--- src/rtl/isrt_pkg.sv ---
// Shared types and constants for the introspective sorter.
// Used by the sorting cell, the top level and the port checker.
`default_nettype none

package isrt_pkg;

  // Number of cells in the chain, which is also the largest set that can be held.
  localparam int unsigned NUM_CELLS = 64;
  localparam int unsigned DATA_W    = 32;

  // Sequencer states with one-hot codes.
  typedef enum logic [1:0] {
    ST_LOAD = 2'b01,
    ST_EMIT = 2'b10
  } isrt_state_t;

  // Control that is broadcast from the sequencer to every cell.
  typedef struct packed {
    logic                     ins;   // insert x into the sorted chain
    logic                     shl;   // shift the chain toward cell 0
    logic signed [DATA_W-1:0] x;     // value being inserted
  } isrt_ctrl_t;

endpackage

`default_nettype wire

--- src/rtl/isrt_cell.sv ---
// One cell of the sorting chain: holds one element and its valid flag.
// Depends on isrt_pkg for the data width and the control struct.
`default_nettype none

module isrt_cell
  import isrt_pkg::*;
(
  input  wire logic                     clk,
  input  wire logic                     rst_n,
  input  wire isrt_ctrl_t               ctrl,
  // Left neighbor, toward smaller values.
  input  wire logic signed [DATA_W-1:0] left_val,
  input  wire logic                     left_vld,
  input  wire logic                     left_gt,
  // Right neighbor, toward greater values.
  input  wire logic signed [DATA_W-1:0] right_val,
  input  wire logic                     right_vld,
  // This cell.
  output logic signed [DATA_W-1:0]      val,
  output logic                          vld,
  output logic                          gt
);

  logic signed [DATA_W-1:0] val_r, val_nxt;
  logic                     vld_r, vld_nxt;

  // An empty cell counts as greater than any value.
  assign gt = !vld_r || (val_r > ctrl.x);

  // On an insertion, cells past the insertion point take their left
  // neighbor, the cell at the insertion point takes x, and the others hold.
  // On a shift, every cell takes its right neighbor.
  always_comb begin
    val_nxt = val_r;
    vld_nxt = vld_r;
    if (ctrl.shl) begin
      val_nxt = right_val;
      vld_nxt = right_vld;
    end else if (ctrl.ins) begin
      if (left_gt) begin
        val_nxt = left_val;
        vld_nxt = left_vld;
      end else if (gt) begin
        val_nxt = ctrl.x;
        vld_nxt = 1'b1;
      end
    end
  end

  // The valid flag is control state; the value needs no reset.
  always_ff @(posedge clk) begin
    if (!rst_n) begin
      vld_r <= 1'b0;
    end else begin
      vld_r <= vld_nxt;
    end
  end

  always_ff @(posedge clk) begin
    val_r <= val_nxt;
  end

  assign val = val_r;
  assign vld = vld_r;

endmodule

`default_nettype wire

--- config.mk ---
export PLATFORM = sky130hd
export DESIGN_NAME = isrt_cell
export DESIGN_NICKNAME = d
export VERILOG_FILES = /design/src/rtl/isrt_pkg.sv /design/src/rtl/isrt_cell.sv
export SDC_FILE = /design/constraint.sdc
export NUM_CORES = 1
export LEC_CHECK = 0
export BUFFER_PORTS_ARGS = -buffer_cell sky130_fd_sc_hd__buf_2
export CAP_MARGIN = 30
export CORE_AREA = 2 2 83 85
export DETAILED_ROUTE_END_ITERATION = 8
export DIE_AREA = 0 0 85 87
export PLACE_DENSITY_LB_ADDON = 0.2
export REMOVE_ABC_BUFFERS = 1
export SYNTH_ARGS = -nofsm -noshare
export SYNTH_HDL_FRONTEND = slang
export SYNTH_SLANG_ARGS = --single-unit
--- constraint.sdc ---
create_clock -name clk -period 3.46 [get_ports clk]
set_clock_uncertainty 0.2 [all_clocks]
set_input_delay 0.173 -clock clk [delete_from_list [all_inputs] [get_ports clk]]
set_output_delay 0.173 -clock clk [all_outputs]
set_load 0.01 [all_outputs]
==> summary.md, run 1 <==
| Metric | Value |
|---|---|
| Max Freq | around 350 MHz |
| RR Endpoint | val[15] |
| Setup bufs post-CTS | 0 |
| Failing checks | hold timing |
| Most frequent cells in the layout | buf_2, nand2_1, o21ai_0 |
| Setup CP Type | reg2reg |
| Core area | between 6000 and 7000 µm² |
| Final WL | around 6600 µm |
| Status | finished with violations |
| Longest Clk Path Bufs | 2 |
| Initial DRC count | 57 |
| Worst-Skew Late Latency | 0.28 ns |
| GRT Total Usage | between 10% and 20% |
| Synth cell types | 30 |
| Maximum fanout along the worst path | 22 |
| Initial antenna violation count | 0 |
| HP Class | in2reg |
| H-tree depth | 2 |
| EDFF count, synth | 32 |
| Worst hold margin | -0.00262 ns |
| Gr ovfl total | 0 |
| Final WS setup | between 0.6 and 0.7 ns |
| Routed vias | about 2500 |
| Reg area | 981 µm² |
| Row cnt | 30 |
| IO buf count | between 100 and 150 |
| Sequential element share of the synthesized area | about two fifths |
| Post-Place Setup Slack | roughly 0.6 ns |
| Post-synthesis async set-or-reset flop share | 0% |
| Fillers | approximately 620 |
| WHS Endpoint | val[16] |
| Fraction of layout cells with a size suffix above 1 | roughly a third |
| IO Pins | around 140 |
| Netlist Area Pre-Place | 2510 µm² |
| Drt via density | 4.87 |
| Number of diodes | 0 |
| Placed Cells | between 400 and 500 |
| Period utilization | between 80% and 90% |
| Clk slew on worst S/H paths | approximately 0.07 ns |
| Post-route ant nets | 0 |
| Multi-input gate area | between 1000 and 1500 µm² |
| CTS buffer count | 5 |
| DIE AREA | 7400 µm² |
| Clk root buf | clkbuf_8 |
| Overall power | ~1.1 mW |
| Final Max Tran Viols | 0 |
| FF-to-FF setup slack | 0.61 ns |
| Post-detail-place hpwl | a little over 5000 µm |
| Worst setup EP type | flop |
| Die H | ~87 µm |
| Initial Util | 38.2% |
| Worst slew pin tran | between 0.5 and 0.6 ns |
| Routed len/inst | about 13 µm |
| WHS Path Cells | 3 |
| Vias in the first global route | 2460 |
| Leak | about 1.9 nW |
| Hold Crit Start | right_val[16] |
| CTS tree | yes |
| Unrepaired setup endpoints after global routing | no |
| Top FF cell, synth | edfxtp_1 |
| Worst path arrival time | 2.64 ns |
| Final nets | 565 |
| Synthesis-stage register bit count | 33 |
| Slew HR | approximately 63% |
| # setup viols final | 0 |
| Crit path launch type | flop |
| Pin count of the biggest net entering global routing | 67 |
| Routability cong. | 0.749 |
| YS warnings | 0 |
| Most common cell after layout, fill and taps aside | buf_2 |
| Synth-to-Final Area Change | 45.4% |
| Reg2Reg Launch Point | val[25] |
| Chip Width | 85 µm |
| VDD IR max | around 130 µV |
| Syn Area/Cell | 9.39 µm² |
| First-pass GRT wire length | between 10000 and 15000 µm |
| R2R cell count | 8 |
| Final min period | between 2 and 3 ns |
| CTS sink count | 33 |
| Max cap viols | 0 |
| Pwr dens | 314 nW/µm² |
| Router iterations before antenna repair | 4 |
| Crit path required time | roughly 3.2 ns |
| Mapped Cells | between 200 and 300 |
| # DRC | 0 |
| Hold Fails Final Rpt | 1 |
| Final std cells w/o fill | 510 |
[critical path: stages (launching register included)]
cell	delay (ns)
edfxtp_1	0.39
ha_1	0.30
a21oi_1	0.16
nor2_1	0.05
a211oi_1	0.26
o211ai_1	0.21
a22o_1	0.32
a21oi_4	0.41
buf_12	0.23
[per-stage QoR]
stage / utilization (%) / setup TNS, ns / cell area [µm²]
final: 55.5 / 0 / 3650
after global routing: 55.5 / 0 / 3650
after CTS: 55.5 / 0 / 3650
after detailed placement: 50.1 / 0 / 3290
after global placement: 50.1 / 0 / 3290
after floorplan: - / -9.90 / 2460
[worst max-delay path by stage]
stage / from / endpoint / slack, ns / cells past startpoint
global route: val[25] / val[12] / 0.43 / 8
CTS: val[25] / val[12] / 0.57 / 8
floorplan: val[23] / val[0] / -0.31 / 7
global placement: val[25] / val[10] / 0.59 / 8
detailed placement: val[25] / val[12] / 0.59 / 8
finish: val[25] / val[15] / 0.61 / 8
[power breakdown]
part	switching [mW]	leakage (nW)	internal, mW
Clock	0.133	0.0387	0.136
Sequential	0.0209	0.339	0.491
Combinational	0.187	1.50	0.179
[cell type report]
| class | count | area share, % |
|---|---|---|
| clock inverter | 1 | 0.103 |
| inverter | 33 | 3.40 |
| multi-input combinational | 190 | 37.5 |
| sequential | 33 | 26.9 |
| tap | 80 | 2.75 |
| clock buffer | 6 | 1.99 |
| timing repair buffer | 167 | 27.3 |
[kinds of logic (layout without fill, tap and decap cells)]
kind of cell,count (synthesis),count (layout),synth area share (%)
buf+inv,44,207,6.74
fa+ha+maj,32,32,16.0
compound gates,62,62,14.2
flops,33,33,39.1
simple gates,64,64,11.2
mux,32,32,12.8
[per-layer routing]
layer	part of all wire (%)	vias to the layer above	wire, µm	track usage (%)
met1	44	1102	2900	21.7
met2	48	98	3150	32.0
met5	0	-	0	0
met4	0.36	0	24	4.04
li1	-	1282	-	-
met3	7.9	4	519	5.50
[timing repair]
item	CTS	global route
endpoints found under the setup margin	0	0
endpoints found under the hold margin	27	0
hold buffers	28	0
gates resized for setup	0	0
[sequential cells by signal, indices dropped and copies added (netlist names)]
| signal | count |
|---|---|
| vld | 1 |
| val | 32 |
[synth_stat cells, drive strengths merged (3+ instances only)]
cell type,instances,area (µm²)
o21ai,37,185
ha,32,400
a21oi,14,73.8
nand3,3,15.0
nand2,40,150
nor2,5,18.8
mux2i,32,320
edfxtp,32,961
inv,33,124
buf,3,15.0
nand4,8,50.1
clkbuf,8,30.0
Power figures use the tool's default switching activity.
==> run 2: changes to the inputs <==
--- a/config.mk
+++ b/config.mk
@@ -5,6 +5,7 @@
 export SDC_FILE = /design/constraint.sdc
 export NUM_CORES = 1
 export LEC_CHECK = 0
+export ABC_AREA = 1
 export BUFFER_PORTS_ARGS = -buffer_cell sky130_fd_sc_hd__buf_2
 export CAP_MARGIN = 30
 export CORE_AREA = 2 2 83 85
==> constraint.sdc (replaced) <==
create_clock -name clk -period 2.8 [get_ports clk]
set_clock_uncertainty 0.2 [all_clocks]
set_input_delay 0.14 -clock clk [delete_from_list [all_inputs] [get_ports clk]]
set_output_delay 0.14 -clock clk [all_outputs]
set_load 0.01 [all_outputs]
==> summary.md, run 2 <==
| Metric | Value |
|---|---|
| Routed vias | 2757 (+11%) |
| Post-route ant nets | 0 (unchanged) |
| Crit path launch type | flop |
| Longest Clk Path Bufs | 2 (unchanged) |
| Clock network power share | 22.6% (-0.9 points) |
| Clk slew on worst S/H paths | 0.07 ns (about the same) |
| Post-synthesis async set-or-reset flop share | 0% (unchanged) |
| CP Capture Point | val[12] |
| Syn Area/Cell | 8.32 µm² (-11%) |
| Worst-Skew Late Latency | 0.28 ns (about the same) |
| CP delay by family, top | simple AND/OR/NAND/NOR gates |
| First-pass GRT wire length | 12100 µm (+13%) |
| Maximum fanout along the worst path | 17 (-23%) |
| Reg2Reg Launch Point | val[31] |
| GRT Total Usage | 20.6% (+2.5 points) |
| YS warnings | 0 (unchanged) |
| Hold Fails Final Rpt | 1 (unchanged) |
| Max cap viols | 0 (unchanged) |
| Most common cell after layout, fill and taps aside | buf_2 |
| Top cells by area, synth | edfxtp_1, ha_1, nand2_1, o211ai_1, nand3_1 |
| Final min period | 2.48 ns (-0.378 ns) |
| Worst Path Buf+Inv | 2 (+1) |
| Final Max Tran Viols | 0 (unchanged) |
| Overall power | 1.49 mW (+30%) |
| VDD IR max | 224 µV (+76%) |
| Multi-input gate area | 1320 µm² (-3.8%) |
| HP Class | in2reg |
| Slew HR | 61.3% (-1.7 points) |
| CTS sink count | 33 (unchanged) |
| Number of diodes | 0 (unchanged) |
| Leak | 1.94 nW (+3.1%) |
| CTS tree | yes |
| Sequential element share of the synthesized area | 38.9% (-0.23 points) |
| Core area | 6570 µm² (unchanged) |
| Final core utilization | 57.7% (+2.2 points) |
| IO Pins | 137 (unchanged) |
| RR Endpoint | val[12] |
| Synth-to-Final Area Change | 50.3% |
| Sw Share | 31.0% (+1.2 points) |
| Pin count of the biggest net entering global routing | 35 (-48%) |
| Commonest cells post-synth | nand2_1, inv_1, nand3_1 |
| Most frequent cells in the layout | buf_2, nand2_1, dlygate4sd3_1 |
| FF-to-FF setup slack | 0.32 ns (-0.28 ns) |
| Final nets | 615 (+8.8%) |
| Router iterations before antenna repair | 4 (unchanged) |
| Slowest stage delay, CP | 0.42 ns (about the same) |
| Chip Width | 85 µm (unchanged) |
| Period utilization | 88.4% (+5.9 points) |
| Placed Cells | 509 (+7.2%) |
| Max FFs per register | 32 (unchanged) |
| Die H | 87 µm (unchanged) |
| Post-detail-place hpwl | 5530 µm (+8.3%) |
| CTS buffer count | 5 (unchanged) |
| Crit path cell chain | ha_1 > nand2_1 > nor2_2 > nand2_2 > nor2_2 > nand2_1 > nand2_1 > nand2_1 > nand2_1 > nand2_2 > nand3_2 > nand2_1 > inv_1 > buf_4 |
| Max Freq | 404 MHz (+15%) |
| Crit path top cell by count | nand2_1 |
| Initial Util | 38.4% (+0.23 points) |
| Gr ovfl total | 0 (unchanged) |
| IO buf count | 136 (unchanged) |
| Routability cong. | 0.733 (-2.1%) |
| Setup CP Type | reg2reg |
| Worst path arrival time | 2.25 ns (-0.39 ns) |
| Clk root buf | clkbuf_8 |
| Synth cell types | 27 (-10%) |
| Reg power frac | 43.2% (-1.4 points) |
| Fraction of layout cells with a size suffix above 1 | 33.1% (-1.3 points) |
| TNS Setup | 0 ns (unchanged) |
| Worst hold margin | -0.00219 ns (+0.000426 ns) |
| R2R cell count | 14 (+6) |
| Initial antenna violation count | 0 (unchanged) |
| Gate power share | 34.2% (+2.3 points) |
| Critical path depth | 14 (+6) |
| DIE AREA | 7400 µm² (unchanged) |
| Failing checks | hold timing |
| Synth area leader | edfxtp_1 |
| # DRC | 0 (unchanged) |
| Top FF cell, synth | edfxtp_1 |
| Unrepaired setup endpoints after global routing | no |
| CP max stage cell | edfxtp_1 |
| # setup viols final | 0 (unchanged) |
| Most common cell in the netlist | nand2_1 |
| CP Launch Point | val[31] |
| Final std cells w/o fill | 560 (+9.8%) |
| EDFF count, synth | 32 (unchanged) |
| Final WL | 7510 µm (+14%) |
| H-tree depth | 2 (unchanged) |
| Synthesis-stage register bit count | 33 (unchanged) |
| Reg area | 981 µm² (unchanged) |
| Worst setup EP type | flop |
| Crit path required time | 2.57 ns (-0.67 ns) |
| Fillers | 582 (-5.5%) |
| Drt via density | 4.92 (+1.0%) |
| Pwr dens | 392 nW/µm² (+25%) |
| Vias in the first global route | 2660 (+8.1%) |
| Worst slew pin tran | 0.580 ns (+0.0249 ns) |
| Net switching power | 0.461 mW (+35%) |
| Initial DRC count | 88 (+54%) |
| Cell Int Power | 1.02 mW (+27%) |
| Row cnt | 30 (unchanged) |
| Routed len/inst | 13.4 µm (+3.6%) |
| Share of the synthesized area in the top cell type | 38.1% (-0.23 points) |
| Mapped Cells | 303 (+13%) |
| Netlist Area Pre-Place | 2520 µm² (+0.60%) |
| Status | finished with violations |
==> run 2: cell count changes after synthesis, moves of 5 or more <==
cell	change
mux2i_1	-32
o211ai_1	+29
inv_1	+8
o21ai_0	-32
nand2_1	+33
nand3_1	+33
nand4_1	-5
==> run 2: worst min path at each step <==
stage | start | to | slack [ns] | cells after the start
final | right_val[4] | val[4] | -0.002 | 3
after global routing | right_val[4] | val[4] | 0.001 | 3
after CTS | left_val[15] | val[15] | 0.00004 | 3
after detailed placement | right_val[21] | val[21] | 0.26 | 3
after global placement | right_val[0] | val[0] | 0.24 | 3
after floorplan | ctrl[0] | val[0] | 0.13 | 2
==> run 2: kinds of logic after synthesis <==
family | after synthesis | share of synthesized area (%)
buffers and inverters | 58 | 8.93
AO/OA/AOI/OAI | 50 | 13.5
flip-flops | 33 | 38.9
adder cells (fa/ha/maj) | 32 | 15.9
AND/OR/NAND/NOR | 130 | 22.8
==> run 2: cell type report <==
| class | count | area share [%] |
|---|---|---|
| multi-input combinational | 212 | 34.7 |
| timing repair buffer | 184 | 30.4 |
| sequential | 33 | 25.9 |
| inverter | 44 | 4.42 |
| tap | 80 | 2.64 |
| clock buffer | 6 | 1.91 |
| clock inverter | 1 | 0.0990 |
==> run 2: stage by stage <==
step | hold WS [ns] | area, µm² | worst slack, ns
finish | -0.00219 | 3790 | 0.324
global route | 0.00108 | 3790 | 0.0950
CTS | 0.0000413 | 3790 | 0.293
detailed placement | 0.255 | 3280 | 0.313
global placement | 0.238 | 3280 | 0.342
floorplan | 0.130 | 2460 | 0.0541
==> run 2: what timing repair did <==
action,CTS,global route
endpoints found under the hold margin,28,0
hold buffers,44,0
resized for setup,0,0
setup buffers,0,0
==> run 2: worst register-to-register path, delay by kind of cell, from the launching register on <==
family	cells	cell delay, ns
adders and majority gates	1	0.37
buffers and inverters	2	0.30
DFF	1	0.42
and+or+nand+nor	11	0.86
==> run 2: metal layers <==
layer / up-vias / GRT usage, % / part of all wire [%]
met5: - / 0 / 0
met4: 0 / 5.19 / 1.0
met3: 8 / 3.70 / 7.6
met2: 104 / 38.4 / 50
met1: 1248 / 24.3 / 42
li1: 1397 / - / -
==> run 2: power groups by stage <==
stage | clock network (mW) | registers (mW) | logic (mW)
floorplan | 0 | 0.677 | 0.217
global placement | 0 | 0.649 | 0.444
detailed placement | 0 | 0.653 | 0.452
CTS | 0.339 | 0.643 | 0.513
global route | 0.363 | 0.649 | 0.573
finish | 0.336 | 0.642 | 0.508
==> run 3: changes to the inputs <==
==> constraint.sdc (replaced) <==
create_clock -name clk -period 3 [get_ports clk]
set_clock_uncertainty 0.2 [all_clocks]
set_input_delay 0.15 -clock clk [delete_from_list [all_inputs] [get_ports clk]]
set_output_delay 0.15 -clock clk [all_outputs]
set_load 0.01 [all_outputs]
==> summary.md, run 3 (synthesis results as in run 2) <==
| Metric | Value |
|---|---|
| Status | finished, final reports clean |
| First-pass GRT wire length | 12000 µm (-0.62%) |
| Gr ovfl total | 0 (unchanged) |
| Worst slew pin tran | 0.556 ns (-0.0244 ns) |
| Max FFs per register | 32 (unchanged) |
| HP Class | in2reg |
| VDD IR max | 173 µV (-23%) |
| Final Max Tran Viols | 0 (unchanged) |
| Final min period | 2.47 ns (-0.00926 ns) |
| Drt via density | 4.78 (-2.8%) |
| Max Freq | 405 MHz (+0.38%) |
| Worst Path Buf+Inv | 2 (unchanged) |
| Post-Place Setup Slack | 0.510 ns (+0.197 ns) |
| DIE AREA | 7400 µm² (unchanged) |
| Worst hold margin | 0.00323 ns (+0.00542 ns) |
| Final nets | 613 (-0.33%) |
| Pwr dens | 364 nW/µm² (-7.1%) |
| Crit path launch type | flop |
| H-tree depth | 2 (unchanged) |
| Synth-to-Final Area Change | 49.6% |
| IO buf count | 136 (unchanged) |
| Maximum fanout along the worst path | 17 (unchanged) |
| Initial Util | 38.4% (unchanged) |
| Clk slew on worst S/H paths | 0.06 ns (about the same) |
| Routed len/inst | 13.1 µm (-2.6%) |
| Routed vias | 2670 (-3.2%) |
| Fillers | 616 (+5.8%) |
| Setup bufs post-CTS | 0 (unchanged) |
| Hold Fails Final Rpt | 0 (-1) |
| Clk root buf | clkbuf_8 |
| Most common cell after layout, fill and taps aside | buf_2 |
| Worst setup EP type | flop |
| Slowest stage delay, CP | 0.41 ns (about the same) |
| Die H | 87 µm (unchanged) |
| Final WS setup | 0.534 ns (+0.209 ns) |
| Fraction of layout cells with a size suffix above 1 | 33.3% (+0.14 points) |
| GRT Total Usage | 20.4% (-0.16 points) |
| Row cnt | 30 (unchanged) |
| Vias in the first global route | 2697 (+1.4%) |
| Unrepaired setup endpoints after global routing | no |
| Period utilization | 82.2% (-6.2 points) |
| Max cap viols | 0 (unchanged) |
| Crit path top cell by count | nand2_1 |
| # DRC | 0 (unchanged) |
| Worst-Skew Late Latency | 0.28 ns (about the same) |
| Routability cong. | 0.766 (+4.5%) |
| Initial DRC count | 55 (-38%) |
| CTS buffer count | 5 (unchanged) |
| Leak | 1.93 nW (-0.49%) |
| IO Pins | 137 (unchanged) |
| Post-route ant nets | 0 (unchanged) |
| CTS sink count | 33 (unchanged) |
| Hold-fix buffers, CTS | 42 (-4.5%) |
| CP max stage cell | edfxtp_1 |
| Core area | 6570 µm² (unchanged) |
| Multi-input gate area | 1320 µm² (unchanged) |
| Crit path required time | 2.77 ns (+0.20 ns) |
| Most frequent cells in the layout | buf_2, nand2_1, dlygate4sd3_1 |
| Chip Width | 85 µm (unchanged) |
| Number of diodes | 0 (unchanged) |
| CP delay by family, top | simple AND/OR/NAND/NOR gates |
| Setup CP Type | reg2reg |
| Final core utilization | 57.4% (-0.30 points) |
| CTS tree | yes |
| Pin count of the biggest net entering global routing | 35 (unchanged) |
| Slew HR | 62.9% (+1.6 points) |
| Placed Cells | 509 (unchanged) |
| TNS Setup | 0 ns (unchanged) |
| Final std cells w/o fill | 558 (-0.36%) |
| Post-detail-place hpwl | 5390 µm (-2.5%) |
| Worst path arrival time | 2.24 ns (about the same) |
| Initial antenna violation count | 0 (unchanged) |
| Router iterations before antenna repair | 4 (unchanged) |
| # setup viols final | 0 (unchanged) |
| Longest Clk Path Bufs | 2 (unchanged) |
| Final WL | 7290 µm (-2.9%) |
| Reg area | 981 µm² (unchanged) |
| Cts repair resizes | 0 (unchanged) |
| Crit path cell chain | ha_1 > nand2_1 > nor2_2 > nand2_2 > nor2_2 > nand2_1 > nand2_1 > nand2_1 > nand2_1 > nand2_2 > nand3_2 > nand2_1 > inv_1 > buf_4 |
## run 3: changes by cell type in the layout (fill, tap and decap cells not counted)
cell	change
dlygate4sd3_1	-2
## run 3: cell type report
type	instances	area share, %
Multi-Input combinational cell	212	34.9
Timing Repair Buffer	182	30.0
Sequential cell	33	26.0
Inverter	44	4.44
Tap cell	80	2.65
Clock buffer	6	1.92
Clock inverter	1	0.0995
## run 3: power by group
group          switching [mW]  total, mW  internal [mW]
clock network           0.151      0.307          0.156
registers              0.0276      0.598          0.571
logic                   0.242      0.467          0.226
## run 3: routing by layer
layer | GRT usage, % | part of all wire (%) | vias up
met4 | 4.91 | 1.2 | 0
met5 | 0 | 0 | -
met3 | 5.69 | 7.2 | 9
met2 | 37.4 | 48 | 92
met1 | 23.5 | 44 | 1175
li1 | - | - | 1394
## run 3: tightest hold or removal path, delay by kind of cell
family / cells / cell delay, ns
compound gates: 1 / 0.09
buf+inv: 1 / 0.08
simple gates: 1 / 0.04
## run 3: per-stage QoR
stage                     total power, mW  area, µm²
after CTS                            1.39       3770
after global routing                 1.47       3770
after detailed placement             1.03       3280
after floorplan                     0.834       2460
final                                1.37       3770
after global placement               1.02       3280
## run 3: path summary, 6_finish.rpt
path	start	to	slack [ns]	depth (start not counted)
hold / removal	right_val[26]	val[26]	0.003	3
setup reg to reg	val[31]	val[10]	0.53	14
setup / recovery	val[31]	val[10]	0.53	14
hold reg to reg	vld	vld	0.43	4
